File: src/design/ffd_pkg.sv
// Shared constants, types and state encoding of the free-fall detector.
`default_nettype none

package ffd_pkg;

    localparam int DEF_SAMPLE_RATE_HZ = 500;
    localparam int DEF_SAMPLE_WIDTH   = 16;

    // band registers
    localparam int              BAND_W       = 15;
    localparam logic [BAND_W-1:0] CENTER_RESET = 15'd410;
    localparam logic [BAND_W-1:0] TOL_RESET    = 15'd819;
    localparam int              BOUND_W      = BAND_W + 1;

    // APB
    localparam int APB_ADDR_W = 3;
    localparam int APB_DATA_W = 32;
    localparam logic REG_BAND_CENTER = 1'b0;
    localparam logic REG_BAND_TOL    = 1'b1;

    // run counter and result fields
    localparam int               RUN_W   = 16;
    localparam logic [RUN_W-1:0] RUN_MAX = 16'hFFFF;
    localparam int               MS_W    = 17;
    localparam int               MM_W    = 27;
    localparam int               OUT_PAD_W   = 4;
    localparam int               OUT_TDATA_W = RUN_W + MS_W + MM_W + OUT_PAD_W;

    // scale factors: ms per second, 0.5 * 9.8 m/s^2 in mm/s^2
    localparam int MS_SCALE  = 1000;
    localparam int HALF_G_MM = 4900;
    // 4900 * 65535^2 plus rounding fits in this many bits
    localparam int DIST_NUM_W = 45;
    localparam int DEF_DIV_W  = 18;

    typedef enum logic [3:0] {
        ST_IDLE,
        ST_SQ_X,
        ST_SQ_Y,
        ST_SQ_Z,
        ST_SQ_HI,
        ST_SQ_LO,
        ST_CMP,
        ST_MS_MUL,
        ST_MS_DIV,
        ST_MM_MUL1,
        ST_MM_MUL2,
        ST_MM_DIV,
        ST_EMIT
    } ffd_state_t;

    typedef struct packed {
        logic load;
        logic init_acc;
        logic step;
    } ffd_mac_ctl_t;

    typedef struct packed {
        logic load;
        logic step;
    } ffd_div_ctl_t;

endpackage

`default_nettype wire

File: src/design/ffd_mac.sv
// Bit-serial shift-and-add multiply-accumulate unit.
`default_nettype none

module ffd_mac #(
    parameter int ACC_W = ffd_pkg::DIST_NUM_W,
    parameter int MUL_W = ffd_pkg::BOUND_W
) (
    input  wire logic                clk,
    input  wire ffd_pkg::ffd_mac_ctl_t ctl,
    input  wire logic [ACC_W-1:0]    mcand_in,
    input  wire logic [MUL_W-1:0]    mplier_in,
    input  wire logic [ACC_W-1:0]    acc_init,
    output logic      [ACC_W-1:0]    acc
);

    logic [ACC_W-1:0] mcand_reg;
    logic [ACC_W-1:0] mcand_next;
    logic [MUL_W-1:0] mplier_reg;
    logic [MUL_W-1:0] mplier_next;
    logic [ACC_W-1:0] acc_reg;
    logic [ACC_W-1:0] acc_next;

    always_comb
    begin
        mcand_next  = mcand_reg;
        mplier_next = mplier_reg;
        acc_next    = acc_reg;
        if (ctl.load)
        begin
            mcand_next  = mcand_in;
            mplier_next = mplier_in;
            if (ctl.init_acc)
            begin
                acc_next = acc_init;
            end
        end
        else if (ctl.step)
        begin
            // one multiplier bit per cycle, LSB first
            if (mplier_reg[0])
            begin
                acc_next = acc_reg + mcand_reg;
            end
            mcand_next  = {mcand_reg[ACC_W-2:0], 1'b0};
            mplier_next = {1'b0, mplier_reg[MUL_W-1:1]};
        end
    end

    always_ff @(posedge clk)
    begin
        mcand_reg  <= mcand_next;
        mplier_reg <= mplier_next;
        acc_reg    <= acc_next;
    end

    assign acc = acc_reg;

endmodule

`default_nettype wire

File: src/design/ffd_div.sv
// Bit-serial restoring divider; keeps the low bits of the quotient.
`default_nettype none

module ffd_div #(
    parameter int NUM_W = ffd_pkg::DIST_NUM_W,
    parameter int DIV_W = ffd_pkg::DEF_DIV_W
) (
    input  wire logic                  clk,
    input  wire ffd_pkg::ffd_div_ctl_t ctl,
    input  wire logic [NUM_W-1:0]      num_in,
    input  wire logic [DIV_W-1:0]      divisor_in,
    output logic [ffd_pkg::MM_W-1:0]   quot
);

    logic [NUM_W-1:0]         num_reg;
    logic [NUM_W-1:0]         num_next;
    logic [DIV_W-1:0]         div_reg;
    logic [DIV_W-1:0]         div_next;
    logic [DIV_W-1:0]         rem_reg;
    logic [DIV_W-1:0]         rem_next;
    logic [ffd_pkg::MM_W-1:0] quot_reg;
    logic [ffd_pkg::MM_W-1:0] quot_next;
    logic [DIV_W:0]           trial;
    logic [DIV_W:0]           diff;
    logic                     ge;

    assign trial = {rem_reg, num_reg[NUM_W-1]};
    assign ge    = (trial >= {1'b0, div_reg});
    assign diff  = trial - {1'b0, div_reg};

    always_comb
    begin
        num_next  = num_reg;
        div_next  = div_reg;
        rem_next  = rem_reg;
        quot_next = quot_reg;
        if (ctl.load)
        begin
            num_next  = num_in;
            div_next  = divisor_in;
            rem_next  = '0;
            quot_next = '0;
        end
        else if (ctl.step)
        begin
            // partial remainder stays below the divisor, so DIV_W bits hold it
            rem_next  = ge ? diff[DIV_W-1:0] : trial[DIV_W-1:0];
            num_next  = {num_reg[NUM_W-2:0], 1'b0};
            quot_next = {quot_reg[ffd_pkg::MM_W-2:0], ge};
        end
    end

    always_ff @(posedge clk)
    begin
        num_reg  <= num_next;
        div_reg  <= div_next;
        rem_reg  <= rem_next;
        quot_reg <= quot_next;
    end

    assign quot = quot_reg;

endmodule

`default_nettype wire

File: src/design/free_fall_detector.sv
// Free-fall detector top level: band test, run counter, fall time and distance.
`default_nettype none

// Takes one three-axis sample per request (x, y, z signed Q4.12 g) and checks
// whether the squared magnitude lies strictly between the squared band bounds
// (center -/+ tolerance, set over APB). In-band samples extend a run that
// saturates at 65535; the first out-of-band sample after a run yields one
// result: run length, duration in ms, and 0.5*9.8*t^2 in mm, both rounded to
// nearest. One request is processed at a time. All products go through one
// bit-serial multiply-accumulate unit and the two quotients through one
// bit-serial divider. A sample that ends a run also computes the result and
// waits, if need be, for the previous result to be taken.
module free_fall_detector #(
    parameter int SAMPLE_RATE_HZ = ffd_pkg::DEF_SAMPLE_RATE_HZ,
    parameter int SAMPLE_WIDTH   = ffd_pkg::DEF_SAMPLE_WIDTH,
    localparam int IN_TDATA_W    = ((3 * SAMPLE_WIDTH + 7) / 8) * 8
) (
    input  wire logic                               clk,
    input  wire logic                               rst_n,
    input  wire logic                               psel,
    input  wire logic                               penable,
    input  wire logic                               pwrite,
    input  wire logic [ffd_pkg::APB_ADDR_W-1:0]     paddr,
    input  wire logic [ffd_pkg::APB_DATA_W-1:0]     pwdata,
    output logic      [ffd_pkg::APB_DATA_W-1:0]     prdata,
    output logic                                    pready,
    input  wire logic                               s_axis_tvalid,
    output logic                                    s_axis_tready,
    // accel_x, accel_y, accel_z, zero padding
    input  wire logic [IN_TDATA_W-1:0]              s_axis_tdata,
    output logic                                    m_axis_tvalid,
    input  wire logic                               m_axis_tready,
    // fall_samples, fall_ms, fall_distance_mm, zero padding
    output logic      [ffd_pkg::OUT_TDATA_W-1:0]    m_axis_tdata
);

    localparam int MUL_W   = (SAMPLE_WIDTH > ffd_pkg::BOUND_W) ? SAMPLE_WIDTH
                                                               : ffd_pkg::BOUND_W;
    localparam int ACC_W   = (2 * SAMPLE_WIDTH > ffd_pkg::DIST_NUM_W) ? 2 * SAMPLE_WIDTH
                                                                      : ffd_pkg::DIST_NUM_W;
    localparam int CNT_W   = $clog2(ACC_W + 1);
    localparam int RATE_SQ = SAMPLE_RATE_HZ * SAMPLE_RATE_HZ;
    localparam int DIV_W   = $clog2(RATE_SQ + 1);
    localparam int HI2_W   = 2 * ffd_pkg::BOUND_W;

    localparam logic [CNT_W-1:0] MUL_LAST  = CNT_W'(MUL_W);
    localparam logic [CNT_W-1:0] DIV_LAST  = CNT_W'(ACC_W);
    localparam logic [ACC_W-1:0] MS_ROUND  = ACC_W'(SAMPLE_RATE_HZ / 2);
    localparam logic [ACC_W-1:0] MM_ROUND  = ACC_W'(RATE_SQ / 2);
    localparam logic [ACC_W-1:0] MS_FACTOR = ACC_W'(ffd_pkg::MS_SCALE);
    localparam logic [ACC_W-1:0] MM_FACTOR = ACC_W'(ffd_pkg::HALF_G_MM);
    localparam logic [DIV_W-1:0] MS_DIVISOR = DIV_W'(SAMPLE_RATE_HZ);
    localparam logic [DIV_W-1:0] MM_DIVISOR = DIV_W'(RATE_SQ);

    ffd_pkg::ffd_state_t state_reg;
    ffd_pkg::ffd_state_t state_next;

    logic [CNT_W-1:0]                cnt_reg;
    logic [CNT_W-1:0]                cnt_next;
    logic [ffd_pkg::BAND_W-1:0]      center_reg;
    logic [ffd_pkg::BAND_W-1:0]      center_next;
    logic [ffd_pkg::BAND_W-1:0]      tol_reg;
    logic [ffd_pkg::BAND_W-1:0]      tol_next;
    logic [ffd_pkg::RUN_W-1:0]       run_reg;
    logic [ffd_pkg::RUN_W-1:0]       run_next;
    logic                            m_valid_reg;
    logic                            m_valid_next;

    logic [SAMPLE_WIDTH-1:0]         ax_reg;
    logic [SAMPLE_WIDTH-1:0]         ay_reg;
    logic [SAMPLE_WIDTH-1:0]         az_reg;
    logic [ffd_pkg::RUN_W-1:0]       fall_n_reg;
    logic [ACC_W-1:0]                mag2_reg;
    logic [HI2_W-1:0]                hi2_reg;
    logic [ffd_pkg::MS_W-1:0]        ms_reg;
    logic [ffd_pkg::RUN_W-1:0]       out_n_reg;
    logic [ffd_pkg::MS_W-1:0]        out_ms_reg;
    logic [ffd_pkg::MM_W-1:0]        out_mm_reg;

    logic [SAMPLE_WIDTH-1:0]         raw_x;
    logic [SAMPLE_WIDTH-1:0]         raw_y;
    logic [SAMPLE_WIDTH-1:0]         raw_z;
    logic [SAMPLE_WIDTH-1:0]         abs_x;
    logic [SAMPLE_WIDTH-1:0]         abs_y;
    logic [SAMPLE_WIDTH-1:0]         abs_z;
    logic [ffd_pkg::BOUND_W-1:0]     bound_hi;
    logic [ffd_pkg::BAND_W-1:0]      bound_lo;
    logic                            in_band;
    logic                            in_accept;
    logic                            cfg_write;
    logic                            op_state;
    logic                            div_state;
    logic [CNT_W-1:0]                op_last;
    logic                            op_done;

    ffd_pkg::ffd_mac_ctl_t           mac_ctl;
    logic [ACC_W-1:0]                mac_mcand;
    logic [MUL_W-1:0]                mac_mplier;
    logic [ACC_W-1:0]                mac_init;
    logic [ACC_W-1:0]                mac_acc;
    ffd_pkg::ffd_div_ctl_t           div_ctl;
    logic [DIV_W-1:0]                div_divisor;
    logic [ffd_pkg::MM_W-1:0]        div_quot;

    logic                            cap_mag2;
    logic                            cap_hi2;
    logic                            cap_ms;
    logic                            cap_out;

    // ---------------- APB ----------------
    assign pready    = 1'b1;
    assign cfg_write = psel && penable && pwrite && pready;

    always_comb
    begin
        center_next = center_reg;
        tol_next    = tol_reg;
        if (cfg_write)
        begin
            unique case (paddr[ffd_pkg::APB_ADDR_W-1])
                ffd_pkg::REG_BAND_CENTER: center_next = pwdata[ffd_pkg::BAND_W-1:0];
                ffd_pkg::REG_BAND_TOL:    tol_next    = pwdata[ffd_pkg::BAND_W-1:0];
                default:                  center_next = center_reg;
            endcase
        end
    end

    always_comb
    begin
        unique case (paddr[ffd_pkg::APB_ADDR_W-1])
            ffd_pkg::REG_BAND_CENTER: prdata = ffd_pkg::APB_DATA_W'(center_reg);
            ffd_pkg::REG_BAND_TOL:    prdata = ffd_pkg::APB_DATA_W'(tol_reg);
            default:                  prdata = '0;
        endcase
    end

    // ---------------- input side ----------------
    assign s_axis_tready = (state_reg == ffd_pkg::ST_IDLE);
    assign in_accept     = s_axis_tvalid && s_axis_tready;

    assign raw_x = s_axis_tdata[SAMPLE_WIDTH-1:0];
    assign raw_y = s_axis_tdata[2*SAMPLE_WIDTH-1:SAMPLE_WIDTH];
    assign raw_z = s_axis_tdata[3*SAMPLE_WIDTH-1:2*SAMPLE_WIDTH];
    // the most negative value wraps to 2^(w-1), read as unsigned
    assign abs_x = raw_x[SAMPLE_WIDTH-1] ? (~raw_x + SAMPLE_WIDTH'(1)) : raw_x;
    assign abs_y = raw_y[SAMPLE_WIDTH-1] ? (~raw_y + SAMPLE_WIDTH'(1)) : raw_y;
    assign abs_z = raw_z[SAMPLE_WIDTH-1] ? (~raw_z + SAMPLE_WIDTH'(1)) : raw_z;

    assign bound_hi = {1'b0, center_reg} + {1'b0, tol_reg};
    assign bound_lo = center_reg - tol_reg;

    // in CMP the accumulator still holds lo^2; a negative lower bound is always met
    assign in_band = (mag2_reg < ACC_W'(hi2_reg))
                  && ((tol_reg > center_reg) || (mag2_reg > mac_acc));

    // ---------------- sequencer ----------------
    always_comb
    begin
        op_state  = 1'b0;
        div_state = 1'b0;
        unique case (state_reg)
            ffd_pkg::ST_SQ_X, ffd_pkg::ST_SQ_Y, ffd_pkg::ST_SQ_Z,
            ffd_pkg::ST_SQ_HI, ffd_pkg::ST_SQ_LO, ffd_pkg::ST_MS_MUL,
            ffd_pkg::ST_MM_MUL1, ffd_pkg::ST_MM_MUL2:
                op_state = 1'b1;
            ffd_pkg::ST_MS_DIV, ffd_pkg::ST_MM_DIV:
            begin
                op_state  = 1'b1;
                div_state = 1'b1;
            end
            default:
                op_state = 1'b0;
        endcase
    end

    assign op_last  = div_state ? DIV_LAST : MUL_LAST;
    assign op_done  = op_state && (cnt_reg == op_last);
    assign cnt_next = (op_state && !op_done) ? cnt_reg + CNT_W'(1) : '0;

    always_comb
    begin
        state_next = state_reg;
        unique case (state_reg)
            ffd_pkg::ST_IDLE:
                if (in_accept)
                begin
                    state_next = ffd_pkg::ST_SQ_X;
                end
            ffd_pkg::ST_SQ_X:    if (op_done) state_next = ffd_pkg::ST_SQ_Y;
            ffd_pkg::ST_SQ_Y:    if (op_done) state_next = ffd_pkg::ST_SQ_Z;
            ffd_pkg::ST_SQ_Z:    if (op_done) state_next = ffd_pkg::ST_SQ_HI;
            ffd_pkg::ST_SQ_HI:   if (op_done) state_next = ffd_pkg::ST_SQ_LO;
            ffd_pkg::ST_SQ_LO:   if (op_done) state_next = ffd_pkg::ST_CMP;
            ffd_pkg::ST_CMP:
                if (!in_band && (run_reg != '0))
                begin
                    state_next = ffd_pkg::ST_MS_MUL;
                end
                else
                begin
                    state_next = ffd_pkg::ST_IDLE;
                end
            ffd_pkg::ST_MS_MUL:  if (op_done) state_next = ffd_pkg::ST_MS_DIV;
            ffd_pkg::ST_MS_DIV:  if (op_done) state_next = ffd_pkg::ST_MM_MUL1;
            ffd_pkg::ST_MM_MUL1: if (op_done) state_next = ffd_pkg::ST_MM_MUL2;
            ffd_pkg::ST_MM_MUL2: if (op_done) state_next = ffd_pkg::ST_MM_DIV;
            ffd_pkg::ST_MM_DIV:  if (op_done) state_next = ffd_pkg::ST_EMIT;
            ffd_pkg::ST_EMIT:
                if (!m_valid_reg || m_axis_tready)
                begin
                    state_next = ffd_pkg::ST_IDLE;
                end
            default:
                state_next = ffd_pkg::ST_IDLE;
        endcase
    end

    // datapath controls; each operation loads at count zero, then steps
    always_comb
    begin
        mac_ctl.load     = op_state && !div_state && (cnt_reg == '0);
        mac_ctl.step     = op_state && !div_state && (cnt_reg != '0);
        mac_ctl.init_acc = 1'b1;
        mac_mcand        = '0;
        mac_mplier       = '0;
        mac_init         = '0;
        div_ctl.load     = div_state && (cnt_reg == '0);
        div_ctl.step     = div_state && (cnt_reg != '0);
        div_divisor      = MS_DIVISOR;
        cap_mag2         = 1'b0;
        cap_hi2          = 1'b0;
        cap_ms           = 1'b0;
        cap_out          = 1'b0;
        unique case (state_reg)
            ffd_pkg::ST_SQ_X:
            begin
                mac_mcand  = ACC_W'(ax_reg);
                mac_mplier = MUL_W'(ax_reg);
            end
            ffd_pkg::ST_SQ_Y:
            begin
                mac_mcand        = ACC_W'(ay_reg);
                mac_mplier       = MUL_W'(ay_reg);
                mac_ctl.init_acc = 1'b0;
            end
            ffd_pkg::ST_SQ_Z:
            begin
                mac_mcand        = ACC_W'(az_reg);
                mac_mplier       = MUL_W'(az_reg);
                mac_ctl.init_acc = 1'b0;
            end
            ffd_pkg::ST_SQ_HI:
            begin
                mac_mcand  = ACC_W'(bound_hi);
                mac_mplier = MUL_W'(bound_hi);
                cap_mag2   = mac_ctl.load;
            end
            ffd_pkg::ST_SQ_LO:
            begin
                mac_mcand  = ACC_W'(bound_lo);
                mac_mplier = MUL_W'(bound_lo);
                cap_hi2    = mac_ctl.load;
            end
            ffd_pkg::ST_MS_MUL:
            begin
                mac_mcand  = MS_FACTOR;
                mac_mplier = MUL_W'(fall_n_reg);
                mac_init   = MS_ROUND;
            end
            ffd_pkg::ST_MS_DIV:
                div_divisor = MS_DIVISOR;
            ffd_pkg::ST_MM_MUL1:
            begin
                mac_mcand  = MM_FACTOR;
                mac_mplier = MUL_W'(fall_n_reg);
                cap_ms     = mac_ctl.load;
            end
            ffd_pkg::ST_MM_MUL2:
            begin
                mac_mcand  = mac_acc;
                mac_mplier = MUL_W'(fall_n_reg);
                mac_init   = MM_ROUND;
            end
            ffd_pkg::ST_MM_DIV:
                div_divisor = MM_DIVISOR;
            ffd_pkg::ST_EMIT:
                cap_out = !m_valid_reg || m_axis_tready;
            default:
                mac_ctl.init_acc = 1'b1;
        endcase
    end

    always_comb
    begin
        run_next = run_reg;
        if (state_reg == ffd_pkg::ST_CMP)
        begin
            priority if (in_band)
            begin
                if (run_reg != ffd_pkg::RUN_MAX)
                begin
                    run_next = run_reg + ffd_pkg::RUN_W'(1);
                end
            end
            else
            begin
                run_next = '0;
            end
        end
    end

    always_comb
    begin
        m_valid_next = m_valid_reg && !m_axis_tready;
        if (cap_out)
        begin
            m_valid_next = 1'b1;
        end
    end

    ffd_mac #(
        .ACC_W(ACC_W),
        .MUL_W(MUL_W)
    ) u_ffd_mac (
        .clk      (clk),
        .ctl      (mac_ctl),
        .mcand_in (mac_mcand),
        .mplier_in(mac_mplier),
        .acc_init (mac_init),
        .acc      (mac_acc)
    );

    ffd_div #(
        .NUM_W(ACC_W),
        .DIV_W(DIV_W)
    ) u_ffd_div (
        .clk       (clk),
        .ctl       (div_ctl),
        .num_in    (mac_acc),
        .divisor_in(div_divisor),
        .quot      (div_quot)
    );

    // ---------------- registers ----------------
    always_ff @(posedge clk or negedge rst_n)
    begin
        if (!rst_n)
        begin
            state_reg   <= ffd_pkg::ST_IDLE;
            cnt_reg     <= '0;
            center_reg  <= ffd_pkg::CENTER_RESET;
            tol_reg     <= ffd_pkg::TOL_RESET;
            run_reg     <= '0;
            m_valid_reg <= 1'b0;
        end
        else
        begin
            state_reg   <= state_next;
            cnt_reg     <= cnt_next;
            center_reg  <= center_next;
            tol_reg     <= tol_next;
            run_reg     <= run_next;
            m_valid_reg <= m_valid_next;
        end
    end

    always_ff @(posedge clk)
    begin
        if (in_accept)
        begin
            ax_reg <= abs_x;
            ay_reg <= abs_y;
            az_reg <= abs_z;
        end
        if (cap_mag2)
        begin
            mag2_reg <= mac_acc;
        end
        if (cap_hi2)
        begin
            hi2_reg <= mac_acc[HI2_W-1:0];
        end
        if (state_reg == ffd_pkg::ST_CMP)
        begin
            fall_n_reg <= run_reg;
        end
        if (cap_ms)
        begin
            ms_reg <= div_quot[ffd_pkg::MS_W-1:0];
        end
        if (cap_out)
        begin
            out_n_reg  <= fall_n_reg;
            out_ms_reg <= ms_reg;
            out_mm_reg <= div_quot;
        end
    end

    assign m_axis_tvalid = m_valid_reg;
    assign m_axis_tdata  = {{ffd_pkg::OUT_PAD_W{1'b0}}, out_mm_reg, out_ms_reg, out_n_reg};

endmodule

`default_nettype wire

File: config.mk
export PLATFORM = sky130hd
export DESIGN_NAME = free_fall_detector
export DESIGN_NICKNAME = d
export VERILOG_FILES = /design/src/design/ffd_pkg.sv /design/src/design/ffd_mac.sv /design/src/design/ffd_div.sv /design/src/design/free_fall_detector.sv
export SDC_FILE = /design/constraint.sdc
export NUM_CORES = 1
export LEC_CHECK = 0
export BUFFER_PORTS_ARGS = -buffer_cell sky130_fd_sc_hd__buf_2
export CAP_MARGIN = 20
export CORE_UTILIZATION = 56
export DETAILED_ROUTE_END_ITERATION = 7
export PLACE_DENSITY = 0.87
export SKIP_CTS_REPAIR_TIMING = 1
export SYNTH_ARGS = -nofsm -noshare
export SYNTH_HDL_FRONTEND = slang
export SYNTH_HIERARCHICAL = 1
export SYNTH_SLANG_ARGS = --single-unit
File: constraint.sdc
create_clock -name clk -period 5.6 [get_ports clk]
set_input_delay 1.12 -clock clk [delete_from_list [all_inputs] [get_ports clk]]
set_output_delay 1.12 -clock clk [all_outputs]
set_load 0.01 [all_outputs]
==> flow_summary.json <==
{
  "synthMostInstantiatedCell": "edfxtp_1",
  "fin_tns_setup_ps": 0,
  "power_mw": 18.5,
  "postSynthAreaPerCell_um2": 11.1,
  "core_um2": 47900,
  "ys.flop_type": "edfxtp_1",
  "end_kind": "register",
  "path_delay_family": "buffers and inverters",
  "clockBufferDepth": 3,
  "hpwlAfterDp_mm": 45.0,
  "firstDrtPassIters": 8,
  "power_density_nw_per_um2": 607,
  "cts_root_buf": "clkbuf_16",
  "tightest_slew_ps": 1130,
  "wl_per_cell_um": 19.6,
  "synth_common_cells": "edfxtp_1, nand2_1, ha_1, inv_1, mux2_2",
  "syn_inst": 2457,
  "ys_ff_latch": 489,
  "yosys_warnings": 6,
  "fp-row-count": 80,
  "io_buffers": 147,
  "cts.sinks": 489,
  "async_flop_share": 0.117,
  "final_cells": 3268,
  "io_pins": 189,
  "h-tree-depth": 2,
  "synth_edf_count": 387,
  "yosysTopAreaCell": "edfxtp_1",
  "synth_area_um2": 27300,
  "grt_usage": 0.255,
  "grt_first_pass_wirelength_mm": 102,
  "grt_pass1_vias": 19500,
  "die_area_um2": 49700,
  "drive_gt1_frac": 0.178,
  "slew_headroom": 0.247,
  "netlist.area_leader.share": 0.426,
  "rsz0062_at_grt": "no",
  "hold_class": "reg2reg",
  "ys_types": 97,
  "fill_cells": 3405,
  "crit_required_ps": 5940,
  "dp.cells": 3172,
  "path_max_fanout": 68,
  "max_cap_viol_count": 0,
  "die_h_um": 223,
  "drt.antenna.violating_nets": 0,
  "place_congestion": 0.932,
  "start_util": 0.570,
  "vias": 20300,
  "slowest_stage": "buf_4",
  "critical_path_buf_inv_count": 3,
  "path_clk_slew_ps": 60,
  "die_w_um": 223,
  "final.hold.worst_slack_ps": 417,
  "area_delta_synth_final_pct": 11.5,
  "critPathKind": "reg2reg",
  "ys_seq_area_frac": 0.511,
  "insertion_delay_ps": 610,
  "grt_max_degree": 94,
  "grt_overflow": 0,
  "min_period_ps": 3910,
  "drt_wl_total_mm": 64.2,
  "slowest_delay_ps": 610,
  "cp.arrival_ps": 4250,
  "setup_viol": 0,
  "synthTopCellsByArea": "edfxtp_1, ha_1, mux2_2",
  "crit_path_frequent_cell": "buf_4",
  "fmax_ghz": 0.256,
  "tritoncts": "built",
  "vdd_ir_drop_max_v": 0.000402,
  "numCtsBuffers": 51,
  "fin_worst_skew_ps": 22.2,
  "start_kind": "register",
  "drtIter0Drc": 2331,
  "drc": 0,
  "finalNetCount": 2880,
  "viasPerCell": 6.20,
  "antenna_cells": 0,
  "hold_viol": 0,
  "path_cells": "buf_4 -> and2b_1 -> or3_4 -> nor2_4 -> buf_4 -> buf_4 -> mux2_2",
  "status": "finished, final reports clean",
  "leakage_nw": 12.1,
  "period_share": 0.698,
  "drv_slew": 0,
  "antenna_found_initial": 0
}
cells by family (layout without fill, tap and decap cells):
logic type	count (synthesis)	in the layout	share of synthesized area
other	2	65	0.000275
DFF	489	489	0.511
xor gates and xnor gates	100	100	0.0321
muxes	197	197	0.0798
AOI/OAI and AO/OA	544	544	0.133
and+or+nand+nor	654	654	0.115
buffers and inverters	292	425	0.0459
adders and majority gates	179	179	0.0831
routing by layer:
metal	track usage	vias up	wire, um
li1	-	9316	-
met1	0.343	9683	26200
met2	0.417	1091	30300
met3	0.0331	174	5490
met4	0.107	0	2240
met5	0	-	0
cell type report:
| class | count | area (um2) | share of cell area |
|---|---|---|---|
| clock inverter | 32 | 452 | 0.0148 |
| sequential | 489 | 14000 | 0.459 |
| tap | 615 | 769 | 0.0253 |
| multi-input combinational | 1739 | 12400 | 0.407 |
| clock buffer | 63 | 1380 | 0.0454 |
| timing repair buffer | 164 | 876 | 0.0288 |
| inverter | 166 | 626 | 0.0205 |
per-stage QoR:
step	instance area [um2]	util	setup WS (ps)
CTS	30400	0.635	1770
finish	30400	0.635	1690
detailed placement	28600	0.596	1810
floorplan	27500	-	1170
global route	30400	0.635	1530
global placement	28600	0.596	1910
report_power, final:
part / switching (mW) / internal [mW] / total [mW]
Clock: 1.49 / 2.20 / 3.69
Sequential: 0.772 / 5.48 / 6.25
Combinational: 5.25 / 3.28 / 8.54
Total: 7.52 / 11.0 / 18.5
worst register-to-register path: stages, from the launching register on:
cell     delay [ps]
dfrtp_1         500
buf_4           290
and2b_1         480
or3_4           540
nor2_4          140
buf_4           610
buf_4           660
mux2_2          420
path summary, 6_finish.rpt:
path                       slack (ps)                     to         start  cells after the start
max reg2reg                      1690  u_ffd_div/num_reg[39]  state_reg[0]                      7
min                               420         out_ms_reg[13]    ms_reg[13]                      0
max in group asynchronous        4400             run_reg[7]         rst_n                      2
max                              1690  u_ffd_div/num_reg[39]  state_reg[0]                      7
min in group asynchronous         690          center_reg[2]         rst_n                      2
min reg2reg                       420         out_ms_reg[13]    ms_reg[13]                      0
placed cells by master (no fill, tap or decap), types with 24 or more instances in the layout:
master     synthesis  layout
dfrtp_1           46      46
mux2i_1           33      33
o21ai_0          114     113
nor3_1            54      54
a21o_1            50      50
mux2_2           163     163
inv_1            166     165
ha_1             175     175
a21oi_1          133     133
xnor2_1           65      65
dfxtp_1           45      45
xor2_1            35      35
edfxtp_1         387     387
nor2_1           158     154
nand2_1          205     204
buf_2             10     147
conb_1             2      65
clkbuf_16          0      53
nand4_1           48      48
and3_1            25      24
o21bai_1          25      25
nand3_1           52      52
Power figures use the tool's default switching activity.
